$ cat src/rtl/pressure_sensor_conditioner_assert.svh
// ----------------------------------------------------------------------------
// Assertion macros for the pressure sensor conditioner
// Clocked on clk_i, disabled while rst_ni is low.
// ----------------------------------------------------------------------------
`ifndef PRESSURE_SENSOR_CONDITIONER_ASSERT_SVH
`define PRESSURE_SENSOR_CONDITIONER_ASSERT_SVH

// same-cycle implication
`define PSC_ASSERT_IMP(lbl, ante, cons) \
  lbl: assert property (@(posedge clk_i) disable iff (!rst_ni) (ante) |-> (cons)) \
    else $error("pressure_sensor_conditioner: assertion failed");

// next-cycle implication
`define PSC_ASSERT_NEXT(lbl, ante, cons) \
  lbl: assert property (@(posedge clk_i) disable iff (!rst_ni) (ante) |=> (cons)) \
    else $error("pressure_sensor_conditioner: assertion failed");

`endif

$ cat src/rtl/psc_pkg.sv
// ----------------------------------------------------------------------------
// psc_pkg
// Shared types and constants of the pressure sensor conditioner.
// ----------------------------------------------------------------------------
package psc_pkg;

  // ring depth, must be a power of two (2..64)
  localparam int unsigned WINDOW   = 8;
  localparam int unsigned WinBits  = $clog2(WINDOW);

  localparam int unsigned CfgIdxW  = 3;
  localparam int unsigned CfgDataW = 16;

  // divider: 20-bit dividend (diff * 10), 12-bit divisor (span / 30)
  localparam int unsigned DivNumW  = 20;
  localparam int unsigned DivDenW  = 12;
  localparam int unsigned DivCntW  = $clog2(DivNumW);

  localparam int unsigned CalW     = DivNumW + 2;
  localparam int unsigned RsumW    = 16 + WinBits;
  localparam int unsigned PsumW    = 16 + WinBits;

  localparam int unsigned CalSpan    = 30;   // cmH2O per calibration segment
  localparam int unsigned CalOffset  = 300;  // 30 cmH2O in 0.1 units
  localparam int unsigned AlarmScale = 10;   // 0.1 cmH2O -> cmH2O
  localparam int unsigned HoldMax    = 16;

  // span / 30 as (span * CalRecip) >> CalRecipShift, exact for any 16-bit span
  localparam int unsigned CalRecip      = 34953;
  localparam int unsigned CalRecipShift = 20;

  localparam logic signed [15:0] PresMax = 16'sh7fff;
  localparam logic signed [15:0] PresMin = 16'sh8000;

  typedef enum logic [CfgIdxW-1:0] {
    CFG_ZERO_POINT      = 3'd0,
    CFG_THIRTY_POINT    = 3'd1,
    CFG_SIXTY_POINT     = 3'd2,
    CFG_ALARM_LIMIT     = 3'd3,
    CFG_INSP_TIME_LIMIT = 3'd4
  } cfg_idx_e;

  typedef struct packed {
    logic [15:0] sample;
    logic        mode_active;
    logic        trigger_view;
    logic        inspiration_flow;
    logic [15:0] insp_time_count;
  } psc_in_t;

  typedef struct packed {
    logic        [15:0] raw_average;
    logic signed [15:0] pressure_now;
    logic signed [15:0] pressure_average;
    logic        [14:0] second_peak;
    logic               high_alarm;
    logic               cal_error;
  } psc_out_t;

  typedef struct packed {
    logic               start;
    logic [DivNumW-1:0] dividend;
    logic [DivDenW-1:0] divisor;
  } psc_div_req_t;

  typedef struct packed {
    logic               busy;
    logic               done;
    logic [DivNumW-1:0] quot;
  } psc_div_rsp_t;

endpackage

$ cat src/rtl/psc_div.sv
// ----------------------------------------------------------------------------
// psc_div
// Restoring unsigned divider, one quotient bit per cycle.
// ----------------------------------------------------------------------------
module psc_div import psc_pkg::*; (
  input  logic         clk_i,
  input  logic         rst_ni,
  input  psc_div_req_t req_i,
  output psc_div_rsp_t rsp_o
);

  logic [DivNumW-1:0] quo_q;
  logic [DivDenW-1:0] den_q;
  logic [DivDenW-1:0] rem_q;
  logic [DivCntW-1:0] cnt_q;
  logic               busy_q;
  logic               done_q;

  logic [DivDenW:0]   shifted;
  logic               ge;
  logic [DivDenW-1:0] rem_d;

  always_comb begin
    shifted = {rem_q, quo_q[DivNumW-1]};
    ge      = shifted >= {1'b0, den_q};
    rem_d   = ge ? DivDenW'(shifted - {1'b0, den_q}) : shifted[DivDenW-1:0];
  end

  always_ff @(posedge clk_i or negedge rst_ni) begin
    if (!rst_ni) begin
      busy_q <= 1'b0;
      done_q <= 1'b0;
      cnt_q  <= '0;
      quo_q  <= '0;
      den_q  <= '0;
      rem_q  <= '0;
    end else if (req_i.start) begin
      busy_q <= 1'b1;
      done_q <= 1'b0;
      cnt_q  <= '0;
      quo_q  <= req_i.dividend;
      den_q  <= req_i.divisor;
      rem_q  <= '0;
    end else if (busy_q) begin
      quo_q <= {quo_q[DivNumW-2:0], ge};
      rem_q <= rem_d;
      cnt_q <= cnt_q + 1'b1;
      if (cnt_q == DivCntW'(DivNumW - 1)) begin
        busy_q <= 1'b0;
        done_q <= 1'b1;
      end
    end else begin
      done_q <= 1'b0;
    end
  end

  assign rsp_o.busy = busy_q;
  assign rsp_o.done = done_q;
  assign rsp_o.quot = quo_q;

endmodule

$ cat src/rtl/pressure_sensor_conditioner.sv
// ----------------------------------------------------------------------------
// pressure_sensor_conditioner
// Moving average, two-segment calibration, window second peak and pressure alarm.
// ----------------------------------------------------------------------------
// Usage:
//   in  channel (in_valid_i / in_ready_o / in_data_i): one raw sample word
//       with the ventilation phase bits and the inspiration time count.
//   out channel (out_valid_o / out_ready_i / out_data_o): one result word
//       per input word: raw window mean, calibrated pressure, pressure
//       window average, second peak, alarm flag and calibration error.
//   cfg port (cfg_we_i / cfg_idx_i / cfg_data_i): calibration points and
//   alarm limits, to be written by the user only while the block is idle;
//   the block itself does not enforce this.
// Flow: setup, then the 20-step division diff * 10 / (span / 30) on the
//   divider, with span / 30 taken by a reciprocal multiply, then a scan
//   of the rings; the division is skipped when the segment span is short.
// Input: in_ready_o is high only between words; no new word is taken
//   until the last one's result is in the output register.
// Stall: a finished result sits in the output register; the next word is
//   taken and worked on meanwhile, and it waits at its end until the
//   output register is free.
// Reset: rings, ring position, alarm state and registers all clear to zero.
// ----------------------------------------------------------------------------
`include "pressure_sensor_conditioner_assert.svh"

module pressure_sensor_conditioner import psc_pkg::*; (
  input  logic                clk_i,
  input  logic                rst_ni,
  input  logic                in_valid_i,
  output logic                in_ready_o,
  input  psc_in_t             in_data_i,
  output logic                out_valid_o,
  input  logic                out_ready_i,
  output psc_out_t            out_data_o,
  input  logic                cfg_we_i,
  input  logic [CfgIdxW-1:0]  cfg_idx_i,
  input  logic [CfgDataW-1:0] cfg_data_i
);

  typedef enum logic [2:0] {
    ST_IDLE,
    ST_SETUP,
    ST_DIV_SPAN,
    ST_DIV_CAL,
    ST_CALC,
    ST_SCAN,
    ST_DONE
  } state_e;

  // configuration registers
  logic [15:0] cfg_zero_q, cfg_thirty_q, cfg_sixty_q, cfg_insp_q;
  logic [11:0] cfg_alarm_q;

  always_ff @(posedge clk_i or negedge rst_ni) begin
    if (!rst_ni) begin
      cfg_zero_q   <= '0;
      cfg_thirty_q <= '0;
      cfg_sixty_q  <= '0;
      cfg_alarm_q  <= '0;
      cfg_insp_q   <= '0;
    end else if (cfg_we_i) begin
      unique case (cfg_idx_e'(cfg_idx_i))
        CFG_ZERO_POINT:      cfg_zero_q   <= cfg_data_i;
        CFG_THIRTY_POINT:    cfg_thirty_q <= cfg_data_i;
        CFG_SIXTY_POINT:     cfg_sixty_q  <= cfg_data_i;
        CFG_ALARM_LIMIT:     cfg_alarm_q  <= cfg_data_i[11:0];
        CFG_INSP_TIME_LIMIT: cfg_insp_q   <= cfg_data_i;
        default: ;
      endcase
    end
  end

  state_e                   state_q;
  psc_in_t                  in_q;
  logic [15:0]              raw_ring_q  [WINDOW];
  logic signed [15:0]       pres_ring_q [WINDOW];
  logic [WinBits-1:0]       pos_q;
  logic [WinBits-1:0]       idx_q;
  logic                     alarm_q;
  logic [4:0]               alarm_cnt_q;
  logic [DivNumW-1:0]       diff10_q;
  logic [15:0]              span_q;
  logic                     above_q, below_q, err_q;
  logic signed [15:0]       p_q;
  logic [RsumW-1:0]         rsum_q;
  logic signed [PsumW-1:0]  psum_q;
  logic signed [15:0]       mx_q, sec_q;
  logic                     out_valid_q;
  psc_out_t                 out_data_q;

  psc_div_req_t div_req;
  psc_div_rsp_t div_rsp;

  psc_div u_div (
    .clk_i  (clk_i),
    .rst_ni (rst_ni),
    .req_i  (div_req),
    .rsp_o  (div_rsp)
  );

  logic in_fire;
  assign in_ready_o = (state_q == ST_IDLE);
  assign in_fire    = in_valid_i && in_ready_o;

  // segment selection for the latched sample
  logic               seg_above, seg_mid, span_err;
  logic [15:0]        seg_lo, seg_hi, seg_diff;
  logic signed [16:0] span;
  logic [DivNumW-1:0] diff10;

  always_comb begin
    seg_above = in_q.sample >= cfg_thirty_q;
    seg_mid   = in_q.sample >= cfg_zero_q;
    seg_lo    = seg_above ? cfg_thirty_q : cfg_zero_q;
    seg_hi    = seg_above ? cfg_sixty_q : cfg_thirty_q;
    span      = $signed({1'b0, seg_hi}) - $signed({1'b0, seg_lo});
    span_err  = span < $signed(17'(CalSpan));
    priority if (seg_above) begin
      seg_diff = in_q.sample - cfg_thirty_q;
    end else if (seg_mid) begin
      seg_diff = in_q.sample - cfg_zero_q;
    end else begin
      seg_diff = cfg_zero_q - in_q.sample;
    end
    diff10 = DivNumW'({seg_diff, 3'b000}) + DivNumW'({seg_diff, 1'b0});
  end

  // span / 30 by reciprocal multiply, then diff * 10 / that on the divider
  logic [31:0] span_prod;

  always_comb begin
    span_prod        = 32'(span_q) * 32'(CalRecip);
    div_req.start    = (state_q == ST_DIV_SPAN);
    div_req.dividend = diff10_q;
    div_req.divisor  = span_prod[CalRecipShift +: DivDenW];
  end

  // calibrated value with saturation
  logic signed [CalW-1:0] qext, cal_val;
  logic signed [15:0]     p_d;

  always_comb begin
    qext    = $signed({2'b00, div_rsp.quot});
    cal_val = below_q ? -qext
                      : qext + (above_q ? $signed(CalW'(CalOffset)) : $signed(CalW'(0)));
    priority if (err_q) begin
      p_d = below_q ? PresMin : PresMax;
    end else if (cal_val > CalW'(PresMax)) begin
      p_d = PresMax;
    end else if (cal_val < CalW'(PresMin)) begin
      p_d = PresMin;
    end else begin
      p_d = cal_val[15:0];
    end
  end

  // one ring slot per scan cycle
  logic [15:0]        scan_raw;
  logic signed [15:0] scan_p;
  logic signed [16:0] scan_adj, scan_div;

  always_comb begin
    scan_raw = raw_ring_q[idx_q];
    scan_p   = pres_ring_q[idx_q];
    // truncate toward zero: bias negatives before the shift
    scan_adj = {scan_p[15], scan_p} + (scan_p[15] ? $signed(17'(WINDOW - 1)) : 17'sd0);
    scan_div = scan_adj >>> WinBits;
  end

  // alarm update
  logic        alarm_d;
  logic [4:0]  alarm_cnt_d;
  logic [16:0] lim10;
  logic        alarm_set;

  always_comb begin
    lim10       = 17'(cfg_alarm_q) * 17'(AlarmScale) + 17'(AlarmScale - 1);
    alarm_set   = $signed({p_q[15], p_q}) > $signed(lim10);
    alarm_d     = alarm_q;
    alarm_cnt_d = alarm_cnt_q;
    if (in_q.mode_active) begin
      if (alarm_set) alarm_d = 1'b1;
      if (in_q.insp_time_count >= cfg_insp_q) alarm_d = 1'b0;
      if (in_q.trigger_view && in_q.inspiration_flow) alarm_d = 1'b0;
      alarm_cnt_d = alarm_d ? alarm_cnt_q + 1'b1 : 5'd0;
      if (alarm_cnt_d > 5'(HoldMax)) begin
        alarm_cnt_d = 5'd0;
        alarm_d     = 1'b0;
      end
    end
  end

  logic out_free;
  assign out_free = !out_valid_q || out_ready_i;

  always_ff @(posedge clk_i or negedge rst_ni) begin
    if (!rst_ni) begin
      state_q     <= ST_IDLE;
      in_q        <= '0;
      for (int i = 0; i < WINDOW; i++) begin
        raw_ring_q[i]  <= '0;
        pres_ring_q[i] <= '0;
      end
      pos_q       <= '0;
      idx_q       <= '0;
      alarm_q     <= 1'b0;
      alarm_cnt_q <= '0;
      diff10_q    <= '0;
      span_q      <= '0;
      above_q     <= 1'b0;
      below_q     <= 1'b0;
      err_q       <= 1'b0;
      p_q         <= '0;
      rsum_q      <= '0;
      psum_q      <= '0;
      mx_q        <= '0;
      sec_q       <= '0;
      out_valid_q <= 1'b0;
      out_data_q  <= '0;
    end else begin
      // a result written in ST_DONE replaces the one taken this cycle
      if (out_valid_q && out_ready_i && state_q != ST_DONE) out_valid_q <= 1'b0;

      unique case (state_q)
        ST_IDLE: begin
          if (in_fire) begin
            in_q              <= in_data_i;
            raw_ring_q[pos_q] <= in_data_i.sample;
            state_q           <= ST_SETUP;
          end
        end
        ST_SETUP: begin
          diff10_q <= diff10;
          span_q   <= span[15:0];
          above_q  <= seg_above;
          below_q  <= !seg_above && !seg_mid;
          err_q    <= span_err;
          state_q  <= span_err ? ST_CALC : ST_DIV_SPAN;
        end
        ST_DIV_SPAN: begin
          state_q <= ST_DIV_CAL;
        end
        ST_DIV_CAL: begin
          if (div_rsp.done) state_q <= ST_CALC;
        end
        ST_CALC: begin
          p_q                <= p_d;
          pres_ring_q[pos_q] <= p_d;
          idx_q              <= '0;
          rsum_q             <= '0;
          psum_q             <= '0;
          mx_q               <= '0;
          sec_q              <= '0;
          state_q            <= ST_SCAN;
        end
        ST_SCAN: begin
          rsum_q <= rsum_q + RsumW'(scan_raw);
          psum_q <= psum_q + PsumW'(scan_div);
          // running top two; ties go to the second slot
          if (scan_p > mx_q) begin
            mx_q  <= scan_p;
            sec_q <= mx_q;
          end else if (scan_p > sec_q) begin
            sec_q <= scan_p;
          end
          idx_q <= idx_q + 1'b1;
          if (idx_q == WinBits'(WINDOW - 1)) state_q <= ST_DONE;
        end
        ST_DONE: begin
          if (out_free) begin
            out_valid_q                 <= 1'b1;
            out_data_q.raw_average      <= rsum_q[WinBits +: 16];
            out_data_q.pressure_now     <= p_q;
            if (psum_q > PsumW'(PresMax)) begin
              out_data_q.pressure_average <= PresMax;
            end else if (psum_q < PsumW'(PresMin)) begin
              out_data_q.pressure_average <= PresMin;
            end else begin
              out_data_q.pressure_average <= psum_q[15:0];
            end
            out_data_q.second_peak      <= sec_q[14:0];
            out_data_q.high_alarm       <= alarm_d;
            out_data_q.cal_error        <= err_q;
            alarm_q                     <= alarm_d;
            alarm_cnt_q                 <= alarm_cnt_d;
            pos_q   <= (pos_q == WinBits'(WINDOW - 1)) ? '0 : pos_q + 1'b1;
            state_q <= ST_IDLE;
          end
        end
        default: state_q <= ST_IDLE;
      endcase
    end
  end

  assign out_valid_o = out_valid_q;
  assign out_data_o  = out_data_q;

  logic err_on_rail;
  assign err_on_rail = (out_data_o.pressure_now == PresMax) ||
                       (out_data_o.pressure_now == PresMin);

  // divider is never restarted mid-division
  `PSC_ASSERT_IMP(a_div_start_free, div_req.start, !div_rsp.busy)
  // a short span always shows as a rail value
  `PSC_ASSERT_IMP(a_err_rail, out_valid_o && out_data_o.cal_error, err_on_rail)
  // hold count never passes its limit
  `PSC_ASSERT_IMP(a_hold_bound, 1'b1, alarm_cnt_q <= 5'(HoldMax))
  // a word taken always goes into segment setup
  `PSC_ASSERT_NEXT(a_fire_setup, in_fire, state_q == ST_SETUP)

endmodule

$ cat config.mk
export PLATFORM = sky130hd
export DESIGN_NAME = pressure_sensor_conditioner
export DESIGN_NICKNAME = d
export VERILOG_FILES = /design/src/rtl/psc_pkg.sv /design/src/rtl/psc_div.sv /design/src/rtl/pressure_sensor_conditioner.sv
export VERILOG_INCLUDE_DIRS = /design/src /design/src/rtl
export SDC_FILE = /design/constraint.sdc
export NUM_CORES = 2
export LEC_CHECK = 0
export BUFFER_PORTS_ARGS = -buffer_cell sky130_fd_sc_hd__buf_2
export CORE_MARGIN = 2
export CORE_UTILIZATION = 60
export CTS_CLUSTER_SIZE = 20
export DETAILED_ROUTE_END_ITERATION = 8
export PLACE_DENSITY_LB_ADDON = 0.1
export SLEW_MARGIN = 20
export SYNTH_ARGS = -nofsm -noshare
export SYNTH_HDL_FRONTEND = slang
export SYNTH_HIERARCHICAL = 1
export SYNTH_SLANG_ARGS = --single-unit
$ cat constraint.sdc
create_clock -name clk_i -period 15.8 [get_ports clk_i]
set_input_delay 4.74 -clock clk_i [delete_from_list [all_inputs] [get_ports clk_i]]
set_output_delay 4.74 -clock clk_i [all_outputs]
set_load 0.01 [all_outputs]
==> run summary <==
==============================================================================
Required time worst endpoint                                          11.06 ns
Total wire length after detailed routing                          91620 microns
Total global routing overflow                                                0
Final Skew                                                          0.02542 ns
H-tree depth                                                                 3
Avg Synthesized Cell Area                                          9.674 sq um
End of the worst hold path                                        out_data_o[21]
Reg2Reg Setup Slack                                                    9.30 ns
Die W                                                             253.4 microns
Worst reg2reg path startpoint                                         idx_q[1]
Pin count of the biggest net entering global routing                       150
Final Net Count                                                           4320
Area of the placeable core                                        0.06160 sq mm
Hold violation count in the final report                                     0
Min-delay src                                                     out_data_o[21]
Series of cell instances along the critical path                  nor3_1 > buf_2
Post-synthesis instance total                                             3858
Final Wtd Congestion                                                    0.9295
Share of the cycle needed by the critical path after routing            42.72%
DP Wirelength                                                     64970 microns
Final Slew Violations                                                        0
DR vias                                                                 28.07k
Normalized max-slew margin                                              25.97%
Diode insertion count for antenna repair                                     0
Maximum single-stage delay on the critical path                        0.62 ns
Clock period minus worst slack                                        6.749 ns
Routed wirelength normalized by instance count                    19.09 microns
Layout-stage area growth over the synthesis result                      9.755%
Setup repair after global routing missed its margin                      false
Number of nets with antenna violations after detailed routing                0
Number of top-level pins                                                   126
Hold Path Class                                                   flop to flop
Non-Filler Cell Area, Final                                       0.04096 sq mm
Worst setup EP type                                                 output pin
Highest Clock Rate                                                   148.2 MHz
Number of standard cells in the layout, taps in and fillers out           4800
Fin Setup TNS                                                             0 ns
Placed Instance Area                                              0.03863 sq mm
Total number of placement rows                                              91
Slew of the pin with the lowest slew margin                           1.110 ns
Buffers from clock root to sink, at most                                     3
Global-route wire length before repair                            148100 microns
Post-CTS repair timing setup buffer count                                    0
CTS sink count                                                             622
Number of design rule violations left after detail routing                   0
Number of hold buffers added after CTS                                       0
Crit Path Category                                                flop to output pin
Antenna violations before repair                                             0
Number of buffers added by the clock tree synthesis step                    68
TritonCTS clock tree                                                     built
Sort of element at the start of the critical path                         flop
Starting Density                                                        60.59%
Total of max-cap violations                                                  0
Drt first-iter violations                                                 2346
Count of endpoints failing setup in the final report                         0
Critical-path maximum fanout                                                13
Clock root buffer                                                    clkbuf_16
Layout cells sized above 1                                              14.33%
Count of placed standard cells including taps                             4680
Status                                                               completed
Clock-pin slew on the worst setup and hold paths                       0.06 ns
Count of TritonRoute iterations in the first routing pass                    5
Synthesized cell area                                             0.03732 sq mm
Insertion delay to the later sink of the worst-skew pair               0.62 ns
Cell count of the worst hold path                                            2
Post-CTS Resized                                                             0
Total Die Area                                                    0.06422 sq mm
Total nets after synthesis                                                4264
Total GRT Usage                                                         29.17%
Final core area utilization                                             66.50%
Die Y                                                             253.4 microns
Destination of the worst register-to-register timing path           psum_q[18]
Slowest-stage cell, CP                                                  nor3_1
Cell depth of the worst flop-to-flop path                                   23
Worst path arrival time                                                2.01 ns
Number of global-route vias before repair                               27.59k
# port buffers                                                             125
Number of warnings issued by yosys                                           6
Detailed-route vias per instance                                         5.848
==============================================================================
==> worst max path at each step <==
stage	depth (start not counted)	start	slack (ns)	to
after floorplan	9	out_ready_i	9.28	alarm_cnt_q[2]
after global placement	3	rst_ni	8.43	idx_q[0]
after detailed placement	3	rst_ni	8.43	idx_q[0]
after CTS	2	state_q[2]	9.02	in_ready_o
after global routing	23	idx_q[1]	8.79	psum_q[18]
final	2	state_q[2]	9.05	in_ready_o
==> metal layers <==
layer,up-vias,wire length [microns],share of wire (%),global-route usage (%)
met1,13570,42640,47,42.01
met4,0,2680,2.9,8.774
met3,161,4419,4.8,4.174
li1,13630,-,-,-
met5,-,0,0,0
met2,715,41880,46,45.98
==> layout make-up <==
type                    instances  area (sq um)
clock buffers                  94          1931
clock inverters                25         375.4
fillers                      5020         20630
inverters                     226         848.3
multi-input cells            2838         20270
flip-flops and latches        622         15570
well taps                     837          1047
repair buffers                158         920.9
==> cells in the final DEF, fill, tap and decap left out, types with 80 or more instances in the layout <==
master / instances
nand2_1: 711
dfrtp_1: 619
o21ai_0: 410
ha_1: 318
inv_1: 225
mux2_2: 175
nor2_1: 169
a21oi_1: 134
buf_2: 124
xnor2_1: 80
==> flip-flops by register name, summed over array words and instances (netlist names), 19 cells and up <==
signal,cells
pres_ring_q,128
raw_ring_q,128
out_data_o,65
in_q,35
u_div/quo_q,20
diff10_q,19
psum_q,19
rsum_q,19
==> worst max-delay path, delay by kind of cell (launching register included) <==
| family | cells | cell delay, ns |
|---|---|---|
| AND/OR/NAND/NOR | 1 | 0.62 |
| flip-flops | 1 | 0.53 |
| buffers and inverters | 1 | 0.25 |
==> metrics by stage <==
stage,worst slack [ns],hold slack (ns)
after floorplan,9.277,0.4391
after global placement,8.432,0.4498
after detailed placement,8.429,0.4513
after CTS,9.021,0.4637
after global routing,8.795,0.4890
final,9.051,0.4603
Power is not shown: default switching activity piles up to over one toggle a cycle in this logic, so the estimate is an artifact.
